`config.mk`:
```
export PLATFORM = sky130hd
export DESIGN_NAME = md5ks_round
export DESIGN_NICKNAME = d
export VERILOG_FILES = /design/src/sv/md5_keyspace_search_defines.svh /design/src/sv/md5ks_pkg.sv /design/src/sv/md5ks_round.sv
export SDC_FILE = /design/constraint.sdc
export NUM_CORES = 1
export LEC_CHECK = 0
export BUFFER_PORTS_ARGS = -buffer_cell sky130_fd_sc_hd__buf_2
export CELL_PAD_IN_SITES_DETAIL_PLACEMENT = 0
export CELL_PAD_IN_SITES_GLOBAL_PLACEMENT = 1
export CORE_MARGIN = 1.5
export CORE_UTILIZATION = 39
export CTS_BUF_LIST = sky130_fd_sc_hd__clkbuf_8
export DETAILED_ROUTE_END_ITERATION = 7
export PLACE_DENSITY_LB_ADDON = 0.1
export REMOVE_ABC_BUFFERS = 1
export SETUP_SLACK_MARGIN = 0.1
export SKIP_LAST_GASP = 1
export SLEW_MARGIN = 20
export SYNTH_ARGS = -nofsm -noshare
export SYNTH_HDL_FRONTEND = slang
export SYNTH_SLANG_ARGS = --single-unit
```
`constraint.sdc`:
```
create_clock -name clk -period 10.64 [get_ports clk]
set_clock_uncertainty 0.2 [all_clocks]
set_input_delay 1.596 -clock clk [delete_from_list [all_inputs] [get_ports clk]]
set_output_delay 1.596 -clock clk [all_outputs]
set_load 0.005 [all_outputs]
```
`src/sv/md5_keyspace_search_defines.svh`:
```
// Shared assertion macros for the keyspace search block.
`ifndef MD5_KEYSPACE_SEARCH_DEFINES_SVH
`define MD5_KEYSPACE_SEARCH_DEFINES_SVH

// Check an implication on every rising clock edge outside reset.
`define MD5KS_ASSERT_IMP(lbl, ante, cons, msg) \
  lbl: assert property (@(posedge clk) disable iff (rst) (ante) |-> (cons)) else $error(msg);

// Check that the consequent holds in the cycle after the antecedent, outside reset.
`define MD5KS_ASSERT_NEXT(lbl, ante, cons, msg) \
  lbl: assert property (@(posedge clk) disable iff (rst) (ante) |=> (cons)) else $error(msg);

`endif

```
`src/sv/md5ks_pkg.sv`:
```
`default_nettype none
package md5ks_pkg;

  localparam int KEY_CHARS    = 5;
  localparam int DIGIT_BASE   = 58;
  localparam int INDEX_W      = 30;
  localparam int TEXT_W       = 40;
  localparam int ROUNDS       = 64;
  localparam int DIGIT_STAGES = KEY_CHARS - 1;

  localparam logic [INDEX_W-1:0] KEY_SPACE = INDEX_W'(DIGIT_BASE ** KEY_CHARS);
  localparam logic [7:0] FIRST_CODE = 8'd65;
  localparam logic [7:0] LAST_CODE  = 8'd122;

  // floor(x / 58) == (x * DIV_RECIP) >> DIV_SHIFT for every 30-bit x
  localparam int DIV_SHIFT = 36;
  localparam logic [30:0] DIV_RECIP = 31'd1184818565;

  localparam logic [31:0] IV_A = 32'h67452301;
  localparam logic [31:0] IV_B = 32'hefcdab89;
  localparam logic [31:0] IV_C = 32'h98badcfe;
  localparam logic [31:0] IV_D = 32'h10325476;

  typedef enum logic [7:0] {
    REG_FIRST_HIGH  = 8'd0,
    REG_FIRST_LOW   = 8'd1,
    REG_SECOND_HIGH = 8'd2,
    REG_SECOND_LOW  = 8'd3
  } reg_idx_t;

  // Message words of the padded block that are not zero
  localparam logic [3:0] WORD_KEY_LO  = 4'd0;
  localparam logic [3:0] WORD_KEY_HI  = 4'd1;
  localparam logic [3:0] WORD_BIT_LEN = 4'd14;
  localparam logic [31:0] MSG_BIT_LEN = 32'(KEY_CHARS * 8);

  localparam logic [31:0] ROUND_ADD [ROUNDS] = '{
    32'hd76aa478, 32'he8c7b756, 32'h242070db, 32'hc1bdceee,
    32'hf57c0faf, 32'h4787c62a, 32'ha8304613, 32'hfd469501,
    32'h698098d8, 32'h8b44f7af, 32'hffff5bb1, 32'h895cd7be,
    32'h6b901122, 32'hfd987193, 32'ha679438e, 32'h49b40821,
    32'hf61e2562, 32'hc040b340, 32'h265e5a51, 32'he9b6c7aa,
    32'hd62f105d, 32'h02441453, 32'hd8a1e681, 32'he7d3fbc8,
    32'h21e1cde6, 32'hc33707d6, 32'hf4d50d87, 32'h455a14ed,
    32'ha9e3e905, 32'hfcefa3f8, 32'h676f02d9, 32'h8d2a4c8a,
    32'hfffa3942, 32'h8771f681, 32'h6d9d6122, 32'hfde5380c,
    32'ha4beea44, 32'h4bdecfa9, 32'hf6bb4b60, 32'hbebfbc70,
    32'h289b7ec6, 32'heaa127fa, 32'hd4ef3085, 32'h04881d05,
    32'hd9d4d039, 32'he6db99e5, 32'h1fa27cf8, 32'hc4ac5665,
    32'hf4292244, 32'h432aff97, 32'hab9423a7, 32'hfc93a039,
    32'h655b59c3, 32'h8f0ccc92, 32'hffeff47d, 32'h85845dd1,
    32'h6fa87e4f, 32'hfe2ce6e0, 32'ha3014314, 32'h4e0811a1,
    32'hf7537e82, 32'hbd3af235, 32'h2ad7d2bb, 32'heb86d391
  };

  localparam logic [4:0] ROUND_ROT [16] = '{
    5'd7, 5'd12, 5'd17, 5'd22, 5'd5, 5'd9, 5'd14, 5'd20,
    5'd4, 5'd11, 5'd16, 5'd23, 5'd6, 5'd10, 5'd15, 5'd21
  };

  typedef struct packed {
    logic              valid;
    logic              oor;
    logic [TEXT_W-1:0] text;
    logic [31:0]       a;
    logic [31:0]       b;
    logic [31:0]       c;
    logic [31:0]       d;
  } lane_t;

  function automatic logic [3:0] word_sel(input logic [5:0] round);
    logic [7:0] r8;
    logic [7:0] g;
    r8 = {2'b00, round};
    case (round[5:4])
      2'd0:    g = r8;
      2'd1:    g = 8'(5 * r8 + 1);
      2'd2:    g = 8'(3 * r8 + 5);
      default: g = 8'(7 * r8);
    endcase
    return g[3:0];
  endfunction

  function automatic logic [31:0] msg_word(input logic [TEXT_W-1:0] text,
                                           input logic [3:0] sel);
    logic [31:0] w;
    case (sel)
      WORD_KEY_LO:  w = {text[15:8], text[23:16], text[31:24], text[39:32]};
      WORD_KEY_HI:  w = {16'h0000, 8'h80, text[7:0]};
      WORD_BIT_LEN: w = MSG_BIT_LEN;
      default:      w = 32'h0;
    endcase
    return w;
  endfunction

  function automatic logic [31:0] bswap32(input logic [31:0] x);
    return {x[7:0], x[15:8], x[23:16], x[31:24]};
  endfunction

endpackage
`default_nettype wire

```
`src/sv/md5ks_round.sv`:
```
`default_nettype none
module md5ks_round
  import md5ks_pkg::*;
(
  input  wire logic       clk,
  input  wire logic       rst,
  input  wire logic       en,
  input  wire logic [5:0] round_idx,
  input  wire lane_t      prev,
  output lane_t           next
);

  logic [31:0] f;
  logic [31:0] sum;
  logic [63:0] dbl;
  logic [4:0]  rot;

  always_comb begin
    case (round_idx[5:4])
      2'd0:    f = (prev.b & prev.c) | (~prev.b & prev.d);
      2'd1:    f = (prev.d & prev.b) | (~prev.d & prev.c);
      2'd2:    f = prev.b ^ prev.c ^ prev.d;
      default: f = prev.c ^ (prev.b | ~prev.d);
    endcase
    sum = prev.a + f + ROUND_ADD[round_idx] + msg_word(prev.text, word_sel(round_idx));
    rot = ROUND_ROT[{round_idx[5:4], round_idx[1:0]}];
    dbl = {sum, sum} << rot;
  end

  always_ff @(posedge clk) begin
    if (rst) begin
      next.valid <= 1'b0;
    end else if (en) begin
      next.valid <= prev.valid;
    end
    if (en) begin
      next.oor  <= prev.oor;
      next.text <= prev.text;
      next.a    <= prev.d;
      next.b    <= prev.b + dbl[63:32];
      next.c    <= prev.b;
      next.d    <= prev.c;
    end
  end

endmodule
`default_nettype wire

```
==> metrics <==
status=completed; Inserted Clock Buffers=17; Site Rows=between 70 and 80; headroom to the max-slew limit=0.332; final instance area=around 23000 um2; remaining global-route overflow=0; Least-Margin Pin Slew=approximately 1.0 ns; WP data required=between 10 and 15 ns; max reg flops=between 150 and 200; CP arrival=about 10 ns; share of cells above drive strength 1=0.328; Critical Path Source Type=input pin; max cap viols=0; WS Path Type=input pin to flip-flop; total iterations of the first detailed-routing run=5; Clock Latency Late Sink=0.55 ns; crit end category=flip-flop; share of the synthesized area in the top cell type=0.292; pre-CTS setup slack=-0.595 ns; Leak Pwr=between 10 and 15 nW; Final GP Congestion=between 0.9 and 1; power share of the clock group=0.083; Final Slew Violations=0; first-pass GRT wire length=108000 um; Flop pwr share=0.172; RSZ-0062 raised after global routing=no; vias in the first global route=between 15k and 20k; Psw=~2.4 mW; top_reg_cell synth=edfxtp_1; chip width=about 210 um; Yosys cell types=~80; Max FO, Critical Path=7; cts hold-fix bufs=0; leading area contributor after synthesis=edfxtp_1; H-Tree Depth=4; clk sink count=170; nets=~3k; largest cells by area after synthesis=edfxtp_1 29%, fa_1 7.8%, ha_1 6.5%; slowest stage cell, crit path=a2111o_1; combinational power share=0.745; HPWL after DPL=58100 um; Reg with most FFs=next; CTS tree=built; Post-synth top cells=209 x nand2_1, 192 x o21ai_0, 187 x nor2_1; Die ar.=45800 um2; I/O pin cnt=between 300 and 400; Fmax achieved=around 0.1 GHz; # port buffers=348; Final Setup Violations=0; GRT Total Usage=0.311; Async S/R FF share, synth=0; Final ANT Viol Nets=0; initial antenna violation count=7; Crit path top cell by count=buf_4; worst hold path type=flip-flop to flip-flop; placed instance area=22500 um2; Post-synth EDFFs=~170; Starting Density=0.394; total wire length=~72000 um; clock tree buffer depth=2; sequential-to-total area share from yosys stat=0.294; Root Driver=clkbuf_8; Worst Hold Slack=between 0.3 and 0.4 ns; Initial DRC Count=about 1.5k; largest net degree at the start of global routing=106; crit path time final=about 10 ns; Avg Cell Area, Syn=about 8.5 um2; Fill cells=roughly 4.3k; synth warn=0; biggest regs=next x170; Power per Cell Area=238 nW/um2; largest stage delay on the critical path=~0.46 ns; #FFs+latches synth=170; cell-internal power=between 3 and 4 mW; Die Y=approximately 210 um; Vias/cell=5.65; WL/cell=21.8 um; Hold Vio Cnt, Final=0; Post-Synthesis Cells=a little over 2k; Worst VDD drop=about 0.11 mV; Synth-to-Final Area Change=32.9%; drt drc=0; CTS clk-pin slew, worst paths=approximately 0.11 ns; most frequent cell after synthesis=nand2_1; Setup WS post-layout=approximately 0.47 ns; core box area=between 40000 and 50000 um2; Sw Ratio=0.444; DR vias=around 19k; final period utilization=0.956; Mapped Area=~17000 um2
==> power by group through the flow <==
stage | clock (mW) | sequential [mW] | combinational (mW)
3_5_place_dp | 0 | 0.961 | 4.00
6_report | 0.458 | 0.945 | 4.09
4_1_cts | 0.476 | 0.946 | 4.02
5_1_grt | 0.495 | 0.955 | 4.51
3_3_place_gp | 0 | 0.960 | 3.94
2_1_floorplan | 0 | 0.978 | 2.18
==> cells in the final DEF, fill, tap and decap left out, types with 23 or more instances in the layout <==
| master | synthesis | final |
|---|---|---|
| a31oi_1 | 46 | 44 |
| a21o_1 | 23 | 23 |
| inv_1 | 101 | 101 |
| and2_1 | 30 | 29 |
| a21oi_1 | 184 | 180 |
| nor3_1 | 44 | 44 |
| or2_2 | 34 | 34 |
| buf_4 | 0 | 392 |
| ha_1 | 90 | 89 |
| xnor2_1 | 78 | 74 |
| nand3_1 | 51 | 51 |
| o21ai_0 | 192 | 185 |
| mux2i_1 | 51 | 49 |
| nand2_1 | 209 | 209 |
| buf_2 | 14 | 345 |
| fa_1 | 68 | 68 |
| o211ai_1 | 64 | 64 |
| edfxtp_1 | 169 | 169 |
| nor2_1 | 187 | 186 |
| a211oi_1 | 37 | 35 |
==> worst paths after layout <==
check / start / end / slack, ns / depth (start not counted)
worst max-delay path: round_idx[1] / next[95]$_DFFE_PP_ / 0.47 / 39
worst min-delay path: next[169]$_SDFFE_PP0P_ / next[169]$_SDFFE_PP0P_ / 0.34 / 2
worst max register to register: next[169]$_SDFFE_PP0P_ / next[169]$_SDFFE_PP0P_ / 9.84 / 2
worst min register to register: next[169]$_SDFFE_PP0P_ / next[169]$_SDFFE_PP0P_ / 0.34 / 2
==> metrics by stage <==
stage,utilization,total power [mW],setup TNS [ns],instances
floorplan,-,3.15,-1.51,1924
global route,0.524,5.96,0,3297
detailed placement,0.511,4.96,-3.69,3261
global placement,0.511,4.90,-2.08,3261
CTS,0.520,5.44,0,3293
finish,0.524,5.50,0,3298
==> critical path: cells and delay by family <==
family | cells | cell delay (ns)
mux | 3 | 0.72
simple gates | 5 | 1.08
compound gates | 17 | 3.61
xor+xnor | 1 | 0.09
buf+inv | 7 | 1.19
fa+ha+maj | 6 | 1.99
==> cell type report <==
class	count	area, um2	area share
diodes	2	5.00	0.000217
clock buffers	17	234	0.0101
clock inverters	15	144	0.00624
inverters	107	405	0.0176
multi-input cells	1647	11500	0.501
flip-flops and latches	170	5090	0.221
well taps	592	741	0.0321
repair buffers	748	4880	0.212
==> layer usage <==
layer / vias up / part of all wire / GRT usage
met5: - / 0.00019 / 0
met2: 704 / 0.48 / 0.527
met3: 128 / 0.061 / 0.0527
met1: 9011 / 0.42 / 0.394
li1: 8781 / - / -
met4: 2 / 0.034 / 0.120
==> cell families (layout without fill, tap and decap cells) <==
logic type | count (synthesis) | count (layout) | share of synthesized area
buffers and inverters | 230 | 887 | 0.0514
muxes | 75 | 75 | 0.0502
AOI/OAI and AO/OA | 707 | 707 | 0.253
adders and majority gates | 159 | 159 | 0.144
DFF | 170 | 170 | 0.294
xor gates and xnor gates | 99 | 99 | 0.0524
and+or+nand+nor | 607 | 607 | 0.156
other | 0 | 2 | 0
==> repair_timing <==
action,CTS,global route
gates resized for setup,3,34
pin swaps,0,3
buffers inserted,0,3
setup endpoints to repair,3,12
Power figures use the tool's default switching activity.
